--- src/sv/vgrt_pkg.sv ---
// shared types and constants for the voxel ray traversal block
`timescale 1ns / 1ps
package vgrt_pkg;
	localparam int COORD_BITS = 11;
	localparam int FRAC_BITS = 8;
	localparam int DIST_BITS = 32;
	localparam int BLOCK_BITS = 8;
	localparam int ORIGIN_BITS = 19;
	localparam int DIR_BITS = 16;
	localparam int MAG_BITS = 15;
	localparam int QUOT_BITS = 31;
	localparam logic [DIST_BITS-1:0] DMAX = '1;

	localparam logic OP_START = 1'b0;
	localparam logic OP_ANSWER = 1'b1;

	localparam logic [2:0] FACE_PX = 3'd0;
	localparam logic [2:0] FACE_NX = 3'd1;
	localparam logic [2:0] FACE_PY = 3'd2;
	localparam logic [2:0] FACE_NY = 3'd3;
	localparam logic [2:0] FACE_PZ = 3'd4;
	localparam logic [2:0] FACE_NZ = 3'd5;

	typedef struct packed {
		logic load;       // latch start word, begin reciprocals
		logic div_step;   // one restoring division step on all axes
		logic side_init;  // compute initial side distances
		logic advance;    // one dda step
		logic check;      // distance test
	} vgrt_cmd_t;

	typedef struct packed {
		logic div_done;
		logic beyond;
	} vgrt_sts_t;
endpackage

--- src/sv/vgrt_datapath.sv ---
// datapath: cell, side and delta registers, serial divider, distance check
`timescale 1ns / 1ps
module vgrt_datapath import vgrt_pkg::*; (
	input  logic clk,
	input  logic arst_n,
	input  vgrt_cmd_t cmd,
	output vgrt_sts_t sts,
	input  logic [7:0] max_reach,
	input  logic signed [ORIGIN_BITS-1:0] origin_x,
	input  logic signed [ORIGIN_BITS-1:0] origin_y,
	input  logic signed [ORIGIN_BITS-1:0] origin_z,
	input  logic signed [DIR_BITS-1:0] dir_x,
	input  logic signed [DIR_BITS-1:0] dir_y,
	input  logic signed [DIR_BITS-1:0] dir_z,
	output logic [COORD_BITS-1:0] cur_x,
	output logic [COORD_BITS-1:0] cur_y,
	output logic [COORD_BITS-1:0] cur_z,
	output logic [COORD_BITS-1:0] prv_x,
	output logic [COORD_BITS-1:0] prv_y,
	output logic [COORD_BITS-1:0] prv_z,
	output logic [2:0] face
);
	logic [2:0][COORD_BITS-1:0] cur_q, prv_q, base_q;
	logic [2:0][DIST_BITS-1:0] side_q, delta_q;
	logic [2:0] neg_q, zero_q;
	logic [2:0][FRAC_BITS-1:0] frac_q;
	logic [2:0][MAG_BITS:0] mag_q;
	logic [2:0][QUOT_BITS-1:0] quot_q;
	logic [2:0][MAG_BITS:0] rem_q;
	logic [4:0] cnt_q;
	logic [2:0][ORIGIN_BITS-1:0] o_in;
	logic [2:0][DIR_BITS-1:0] d_in;
	logic [1:0] axis;
	logic beyond_q;

	assign o_in = {origin_z, origin_y, origin_x};
	assign d_in = {dir_z, dir_y, dir_x};

	always_comb begin
		if (side_q[0] < side_q[2] && side_q[0] < side_q[1]) axis = 2'd0;
		else if (side_q[1] < side_q[0] && side_q[1] < side_q[2]) axis = 2'd1;
		else axis = 2'd2;
	end

	// squared distance from the start cell
	logic signed [2:0][COORD_BITS-1:0] diff;
	logic [2:0][2*COORD_BITS-1:0] sq;
	logic [2*COORD_BITS+1:0] sum;
	logic [17:0] cap;
	always_comb begin
		for (int a = 0; a < 3; a++) begin
			diff[a] = cur_q[a] - base_q[a];
			sq[a] = (2*COORD_BITS)'($signed(diff[a]) * $signed(diff[a]));
		end
		sum = (2*COORD_BITS+2)'(sq[0]) + (2*COORD_BITS+2)'(sq[1])
			+ (2*COORD_BITS+2)'(sq[2]);
		cap = 18'(max_reach * max_reach) * 18'd3;
	end

	always_ff @(posedge clk or negedge arst_n) begin
		if (!arst_n) begin
			cnt_q <= '0;
			beyond_q <= 1'b0;
		end else begin
			if (cmd.load) cnt_q <= 5'(QUOT_BITS - 1);
			else if (cmd.div_step && cnt_q != '0) cnt_q <= cnt_q - 5'd1;
			if (cmd.check) beyond_q <= 32'(sum) > 32'(cap);
		end
	end

	always_ff @(posedge clk) begin
		for (int a = 0; a < 3; a++) begin
			if (cmd.load) begin
				frac_q[a] <= o_in[a][FRAC_BITS-1:0];
				base_q[a] <= o_in[a][FRAC_BITS +: COORD_BITS];
				cur_q[a] <= o_in[a][FRAC_BITS +: COORD_BITS];
				neg_q[a] <= !($signed(d_in[a]) > 0);
				mag_q[a] <= d_in[a][DIR_BITS-1] ? (MAG_BITS+1)'(-d_in[a])
					: (MAG_BITS+1)'(d_in[a]);
				zero_q[a] <= d_in[a] == '0;
				quot_q[a] <= '0;
				rem_q[a] <= '0;
			end else if (cmd.div_step) begin
				// dividend is 2^30: one restoring step per cycle, msb first
				logic [MAG_BITS+1:0] r;
				r = {rem_q[a], (cnt_q == 5'd30)};
				if (r >= (MAG_BITS+2)'(mag_q[a]) && !zero_q[a]) begin
					rem_q[a] <= (MAG_BITS+1)'(r - (MAG_BITS+2)'(mag_q[a]));
					quot_q[a] <= {quot_q[a][QUOT_BITS-2:0], 1'b1};
				end else begin
					rem_q[a] <= r[MAG_BITS:0];
					quot_q[a] <= {quot_q[a][QUOT_BITS-2:0], 1'b0};
				end
			end else if (cmd.side_init) begin
				logic [DIST_BITS-1:0] dl;
				logic [FRAC_BITS:0] m;
				logic [DIST_BITS+FRAC_BITS:0] p;
				dl = zero_q[a] ? DMAX : DIST_BITS'(quot_q[a]);
				delta_q[a] <= dl;
				m = neg_q[a] ? (FRAC_BITS+1)'(frac_q[a])
					: (FRAC_BITS+1)'(1 << FRAC_BITS) - (FRAC_BITS+1)'(frac_q[a]);
				p = m * dl;
				side_q[a] <= p[FRAC_BITS +: DIST_BITS];
			end else if (cmd.advance && axis == 2'(a)) begin
				logic [DIST_BITS:0] s;
				s = {1'b0, side_q[a]} + {1'b0, delta_q[a]};
				side_q[a] <= s[DIST_BITS] ? DMAX : s[DIST_BITS-1:0];
				cur_q[a] <= neg_q[a] ? cur_q[a] - 1'b1 : cur_q[a] + 1'b1;
			end
			if (cmd.advance) prv_q[a] <= cur_q[a];
		end
	end

	always_comb begin
		logic [COORD_BITS-1:0] d;
		face = FACE_PX;
		for (int a = 0; a < 3; a++) begin
			d = prv_q[a] - cur_q[a];
			if (d == COORD_BITS'(1)) face = (a == 0) ? FACE_PX : (a == 1) ? FACE_PY : FACE_PZ;
			if (d == '1) face = (a == 0) ? FACE_NX : (a == 1) ? FACE_NY : FACE_NZ;
		end
	end

	assign sts.div_done = cnt_q == '0;
	assign sts.beyond = beyond_q;
	assign cur_x = cur_q[0];
	assign cur_y = cur_q[1];
	assign cur_z = cur_q[2];
	assign prv_x = prv_q[0];
	assign prv_y = prv_q[1];
	assign prv_z = prv_q[2];
endmodule

--- src/sv/vgrt_ctrl.sv ---
// controller: sequences start, steps and answers, drives the emit strobe and the kind and hit bits
`timescale 1ns / 1ps
module vgrt_ctrl import vgrt_pkg::*; (
	input  logic clk,
	input  logic arst_n,
	input  logic in_fire,
	input  logic in_op,
	input  logic in_nonzero,
	input  logic out_busy,
	output logic accept_ok,
	output vgrt_cmd_t cmd,
	input  vgrt_sts_t sts,
	output logic emit,
	output logic emit_kind,
	output logic emit_hit
);
	typedef enum logic [2:0] {IDLE, DIV, SIDE, STEP, CHECK, REPORT} state_t;
	state_t state_q;
	logic active_q;

	// items are taken only while idle and the output slot is free
	assign accept_ok = state_q == IDLE && !out_busy && !emit;

	always_comb begin
		cmd = '0;
		cmd.load = in_fire && in_op == OP_START;
		cmd.div_step = state_q == DIV;
		cmd.side_init = state_q == SIDE;
		cmd.advance = state_q == STEP;
		cmd.check = state_q == CHECK;
	end

	always_ff @(posedge clk or negedge arst_n) begin
		if (!arst_n) begin
			state_q <= IDLE;
			active_q <= 1'b0;
			emit <= 1'b0;
			emit_kind <= 1'b0;
			emit_hit <= 1'b0;
		end else begin
			emit <= 1'b0;
			case (state_q)
				IDLE: begin
					if (in_fire) begin
						if (in_op == OP_START) begin
							active_q <= 1'b1;
							state_q <= DIV;
						end else if (active_q) begin
							if (in_nonzero) begin
								active_q <= 1'b0;
								emit <= 1'b1;
								emit_kind <= 1'b1;
								emit_hit <= 1'b1;
							end else begin
								state_q <= STEP;
							end
						end
					end
				end
				DIV: if (sts.div_done) state_q <= SIDE;
				SIDE: state_q <= STEP;
				STEP: state_q <= CHECK;
				CHECK: state_q <= REPORT;
				REPORT: begin
					emit <= 1'b1;
					emit_hit <= 1'b0;
					emit_kind <= sts.beyond;
					if (sts.beyond) active_q <= 1'b0;
					state_q <= IDLE;
				end
				default: state_q <= IDLE;
			endcase
		end
	end

`ifndef SYNTHESIS
	a_emit_one: assert property (@(posedge clk) disable iff (!arst_n)
		emit |-> !$past(emit)) else $error("back to back emit");
	a_no_accept_busy: assert property (@(posedge clk) disable iff (!arst_n)
		in_fire |-> state_q == IDLE) else $error("accept while busy");
	a_report_idle: assert property (@(posedge clk) disable iff (!arst_n)
		state_q == REPORT |=> state_q == IDLE) else $error("report stuck");
`endif
endmodule

--- src/sv/voxel_grid_ray_traversal.sv ---
// top level: voxel grid ray traversal
// start word: 31 division steps, then side, step, check and report before the query
// answer word: a zero block runs step, check and report to the next query; a nonzero block reports a hit
// one word in flight; input stalls until the previous result word is taken
// arst_n clears control, reach resets to 8, no ray in flight
`timescale 1ns / 1ps
module voxel_grid_ray_traversal import vgrt_pkg::*; (
	input  logic clk,
	input  logic arst_n,
	input  logic cfg_we,
	input  logic [7:0] cfg_wdata,
	input  logic in_valid,
	output logic in_stall,
	input  logic op,
	input  logic signed [ORIGIN_BITS-1:0] origin_x,
	input  logic signed [ORIGIN_BITS-1:0] origin_y,
	input  logic signed [ORIGIN_BITS-1:0] origin_z,
	input  logic signed [DIR_BITS-1:0] dir_x,
	input  logic signed [DIR_BITS-1:0] dir_y,
	input  logic signed [DIR_BITS-1:0] dir_z,
	input  logic [BLOCK_BITS-1:0] block_value,
	output logic out_valid,
	input  logic out_stall,
	output logic kind,
	output logic signed [COORD_BITS-1:0] cell_x,
	output logic signed [COORD_BITS-1:0] cell_y,
	output logic signed [COORD_BITS-1:0] cell_z,
	output logic signed [COORD_BITS-1:0] prior_x,
	output logic signed [COORD_BITS-1:0] prior_y,
	output logic signed [COORD_BITS-1:0] prior_z,
	output logic [2:0] face,
	output logic hit
);
	logic [7:0] reach_q;
	logic accept_ok, in_fire, emit, emit_kind, emit_hit;
	vgrt_cmd_t cmd;
	vgrt_sts_t sts;
	logic [COORD_BITS-1:0] cx, cy, cz, px, py, pz;
	logic [2:0] fc;

	assign in_stall = !accept_ok;
	assign in_fire = in_valid && accept_ok;

	always_ff @(posedge clk or negedge arst_n) begin
		if (!arst_n) reach_q <= 8'd8;
		else if (cfg_we) reach_q <= cfg_wdata;
	end

	vgrt_ctrl u_ctrl (.clk, .arst_n, .in_fire, .in_op(op),
		.in_nonzero(block_value != '0), .out_busy(out_valid), .accept_ok, .cmd, .sts,
		.emit, .emit_kind, .emit_hit);

	vgrt_datapath u_dp (.clk, .arst_n, .cmd, .sts, .max_reach(reach_q),
		.origin_x, .origin_y, .origin_z, .dir_x, .dir_y, .dir_z,
		.cur_x(cx), .cur_y(cy), .cur_z(cz), .prv_x(px), .prv_y(py), .prv_z(pz), .face(fc));

	always_ff @(posedge clk or negedge arst_n) begin
		if (!arst_n) out_valid <= 1'b0;
		else if (emit) out_valid <= 1'b1;
		else if (!out_stall) out_valid <= 1'b0;
	end

	always_ff @(posedge clk) begin
		if (emit) begin
			kind <= emit_kind;
			hit <= emit_hit;
			cell_x <= cx;
			cell_y <= cy;
			cell_z <= cz;
			prior_x <= px;
			prior_y <= py;
			prior_z <= pz;
			face <= fc;
		end
	end
endmodule

--- config.mk ---
export PLATFORM = sky130hd
export DESIGN_NAME = voxel_grid_ray_traversal
export DESIGN_NICKNAME = d
export VERILOG_FILES = /design/src/sv/vgrt_pkg.sv /design/src/sv/vgrt_datapath.sv /design/src/sv/vgrt_ctrl.sv /design/src/sv/voxel_grid_ray_traversal.sv
export SDC_FILE = /design/constraint.sdc
export NUM_CORES = 2
export LEC_CHECK = 0
export BUFFER_PORTS_ARGS = -buffer_cell sky130_fd_sc_hd__buf_4
export CORE_MARGIN = 8
export CORE_UTILIZATION = 42
export CTS_CLUSTER_SIZE = 10
export DETAILED_ROUTE_END_ITERATION = 12
export GPL_TIMING_DRIVEN = 1
export SLEW_MARGIN = 20
export SYNTH_ARGS = -nofsm -noshare
export SYNTH_HDL_FRONTEND = slang
export SYNTH_HIERARCHICAL = 1
export SYNTH_SLANG_ARGS = --single-unit
--- constraint.sdc ---
create_clock -name clk -period 11.22 [get_ports clk]
set_clock_uncertainty 0.05 [all_clocks]
set_input_delay 0.561 -clock clk [delete_from_list [all_inputs] [get_ports clk]]
set_output_delay 0.561 -clock clk [all_outputs]
set_load 0.01 [all_outputs]
==> out/metrics.yaml <==
worst_setup_path:
  critical_path_class: "register to register"
  reg2reg_capture_point: "u_dp/beyond_q$_DFFE_PN0P_"
  cp_common_cell: "sky130_fd_sc_hd__fa_1"
  r2r_start: "u_dp/cur_z[0]$_DFFE_PP_"
  critPathLaunchType: "register"
  reg2regPathDepth: 48
  cp_max_fo: 13
  timing.critical_path.required_ns: 11.76
  largest_stage_delay_on_the_critical_path_ns: 0.56
  cell_with_the_biggest_individual_delay_on_the_critical_path: "sky130_fd_sc_hd__fa_1"
  r2r_slack_ns: 0.59
  setup.worst_path.end_class: "register"
  critical_path_arrival_ns: 11.17
synth:
  most_used_dff_post_synth: "sky130_fd_sc_hd__edfxtp_1"
  yosysUniqueCellTypes: 92
  number_of_flip_flops_and_latches_in_the_synthesized_netlist: 603
  synthCells: 8136
  ys_top_cells_by_area: "sky130_fd_sc_hd__fa_1 26%, sky130_fd_sc_hd__edfxtp_1 18%, sky130_fd_sc_hd__ha_1 12%"
  synth-seq-area-share_pct: 22.0
  synth_top_cell_area_share_pct: 26.5
  count_of_flip_flops_with_a_built_in_enable_after_synthesis: 440
  syn_area_um2: 75400
  synth.yosys.warnings: 6
  synth.avg_cell_area_um2: 9.27
  synth_nets: 9980
  async_reset_ff_share_pct: 3.65
  yosysTopAreaCell: "sky130_fd_sc_hd__fa_1"
floorplan:
  io_pins: 200
  design.die.area_um2: 193000
  die-width_um: 440
  die_y_um: 440
  placement_rows: 155
  initial_core_utilization_pct: 42.3
  core_um2: 178000
outcome:
  status: "completed"
timing:
  worst_slew_pin_slew_ns: 1.24
  hold_violations: 0
  timing.fmax_mhz: 94.1
  post-route-min-period_ns: 10.63
  fin_crit_sh_pct: 94.7
  maxSlewHeadroom_pct: 17.2
  setup_viol_count_final: 0
  slew_violations: 0
global_routing:
  global_route_wire_length_before_repair_um: 317000
  vias_in_the_first_global_route: 59100
  largest_net_degree_at_the_start_of_global_routing: 154
  grt_overflow_total: 0
  track_usage_pct: 20.3
  number_of_antenna_violations_at_the_first_check_in_global_routing: 3
final_layout:
  multi_input_area_um2: 52700
  area_delta_synth_final_pct: 10.5
  num-nets-final: 10200
  drive_gt1_share_pct: 6.10
  ff_latch_area_um2: 16600
  mostFrequentLayoutCell: "sky130_fd_sc_hd__inv_1"
  final_cell_mix: "1506 x sky130_fd_sc_hd__inv_1, 998 x sky130_fd_sc_hd__fa_1, 867 x sky130_fd_sc_hd__nand2_1"
  final_standard_cell_utilization_of_the_core_pct: 46.7
  fillcell_total: 17100
clock_tree:
  clk_pin_slew_worst_paths_ns: 0.06
  clock_tree.buffer_depth: 3
  cts_max_level: 3
  numCtsBuffers: 81
  worst_skew_pair.late_latency_ns: 0.72
  tritoncts: "done"
  clkSinkCount: 603
  clock_tree.root_cell: "sky130_fd_sc_hd__clkbuf_16"
route:
  first_pass_iters: 7
  remaining_drc_errors: 0
  ant_nets: 0
  route.vias.total: 56400
  drt_total_wl_um: 197000
  detail_route.iter0.violations: 2934
  drt-vias-per-instance: 5.24
  detail_route.wl_per_cell_um: 18.3
job:
  drv_cap: 0
hold_path:
  worstHoldPathType: "primary input to register"
  min_delay_path_depth: 2
  worst_hold_path.endpoint: "reach_q[0]$_DFFE_PN0P_"
  hold_path_startpoint: "cfg_wdata[0]"
placement:
  detailed_place_hpwl_um: 157000
  place.port_buffers: 199
  gp_routability_congestion: 0.918
[synthesized netlist by cell type (all sizes together), types with 39 or more instances]
library cell	count
or2	39
a21oi	300
a31oi	44
o21a	54
dfxtp	141
nand3	67
nor2	788
nand2	868
a211oi	45
o21ai	268
nand2b	69
nor2b	75
nor3	113
inv	1508
a22oi	58
edfxtp	440
xnor2	294
mux2i	130
a21o	159
nand4	63
and2	74
clkbuf	165
xor2	145
fa	998
o21bai	47
ha	719
[through the flow]
step	cell area, µm²	hold WS (ns)	worst slack [ns]	TNS (ns)	instances
finish	83300	0.0722	0.593	0	10800
global route	83300	0.0328	-0.0214	-0.0214	10800
CTS	83200	0.0113	0.260	0	10800
detailed placement	79900	0.384	0.290	0	10600
global placement	79900	0.390	0.549	0	10600
floorplan	75400	0.215	1.34	0	8136
[sequential cells by signal, indices dropped and copies added (netlist names), 24 cells and up]
signal,cells
u_dp/frac_q,24
u_dp/delta_q,96
u_dp/quot_q,93
u_dp/side_q,96
u_dp/rem_q,48
u_dp/mag_q,48
u_dp/base_q,33
[worst max-delay path, delay by kind of cell (launching register included)]
kind | cells | cell delay [ns]
AOI/OAI and AO/OA | 18 | 3.47
adders and majority gates | 11 | 4.65
and+or+nand+nor | 7 | 0.77
buffers and inverters | 9 | 0.76
xor gates and xnor gates | 3 | 0.41
DFF | 1 | 0.39
[area by class of cell]
class | count | area share, %
multi-input cells | 5814 | 63.3
clock inverters | 28 | 0.510
flip-flops and latches | 603 | 19.9
repair buffers | 338 | 3.26
well taps | 2355 | 3.54
diodes | 1 | 0.00300
inverters | 1518 | 6.84
clock buffers | 114 | 2.68
[routing by layer]
metal	track usage, %	vias up	routed length [µm]
met3	2.35	283	7240
met2	36.0	1126	97500
met1	25.7	28200	85300
met4	6.63	0	6750
met5	0	-	0
li1	-	26800	-
[worst max-delay path by stage]
stage                            startpoint  depth (start not counted)                         to  slack (ns)
detailed placement  u_dp/cur_y[1]$_DFFE_PP_                         43  u_dp/beyond_q$_DFFE_PN0P_        0.29
CTS                 u_dp/cur_y[1]$_DFFE_PP_                         43  u_dp/beyond_q$_DFFE_PN0P_        0.26
global route        u_dp/cur_z[0]$_DFFE_PP_                         48  u_dp/beyond_q$_DFFE_PN0P_       -0.02
finish              u_dp/cur_z[0]$_DFFE_PP_                         48  u_dp/beyond_q$_DFFE_PN0P_        0.59
floorplan           u_dp/cur_z[0]$_DFFE_PP_                         46  u_dp/beyond_q$_DFFE_PN0P_        1.34
global placement    u_dp/cur_y[1]$_DFFE_PP_                         43  u_dp/beyond_q$_DFFE_PN0P_        0.55
[what timing repair did]
item                                    in CTS  in global routing
hold buffers                                62                  0
endpoints found under the hold margin       82                  0
resized for setup                            0                 20
endpoints found under the setup margin       0                  1
setup buffers                                0                  9
[logic make-up after synthesis]
| group | count (synthesis) | synth area share [%] |
|---|---|---|
| simple gates | 2327 | 13.7 |
| fa+ha+maj | 1717 | 38.4 |
| buf+inv | 1719 | 8.61 |
| flops | 603 | 22.0 |
| xor+xnor | 439 | 5.10 |
| mux | 145 | 2.00 |
| compound gates | 1186 | 10.2 |
Power is not shown: default switching activity piles up to over one toggle a cycle in this logic, so the estimate is an artifact.
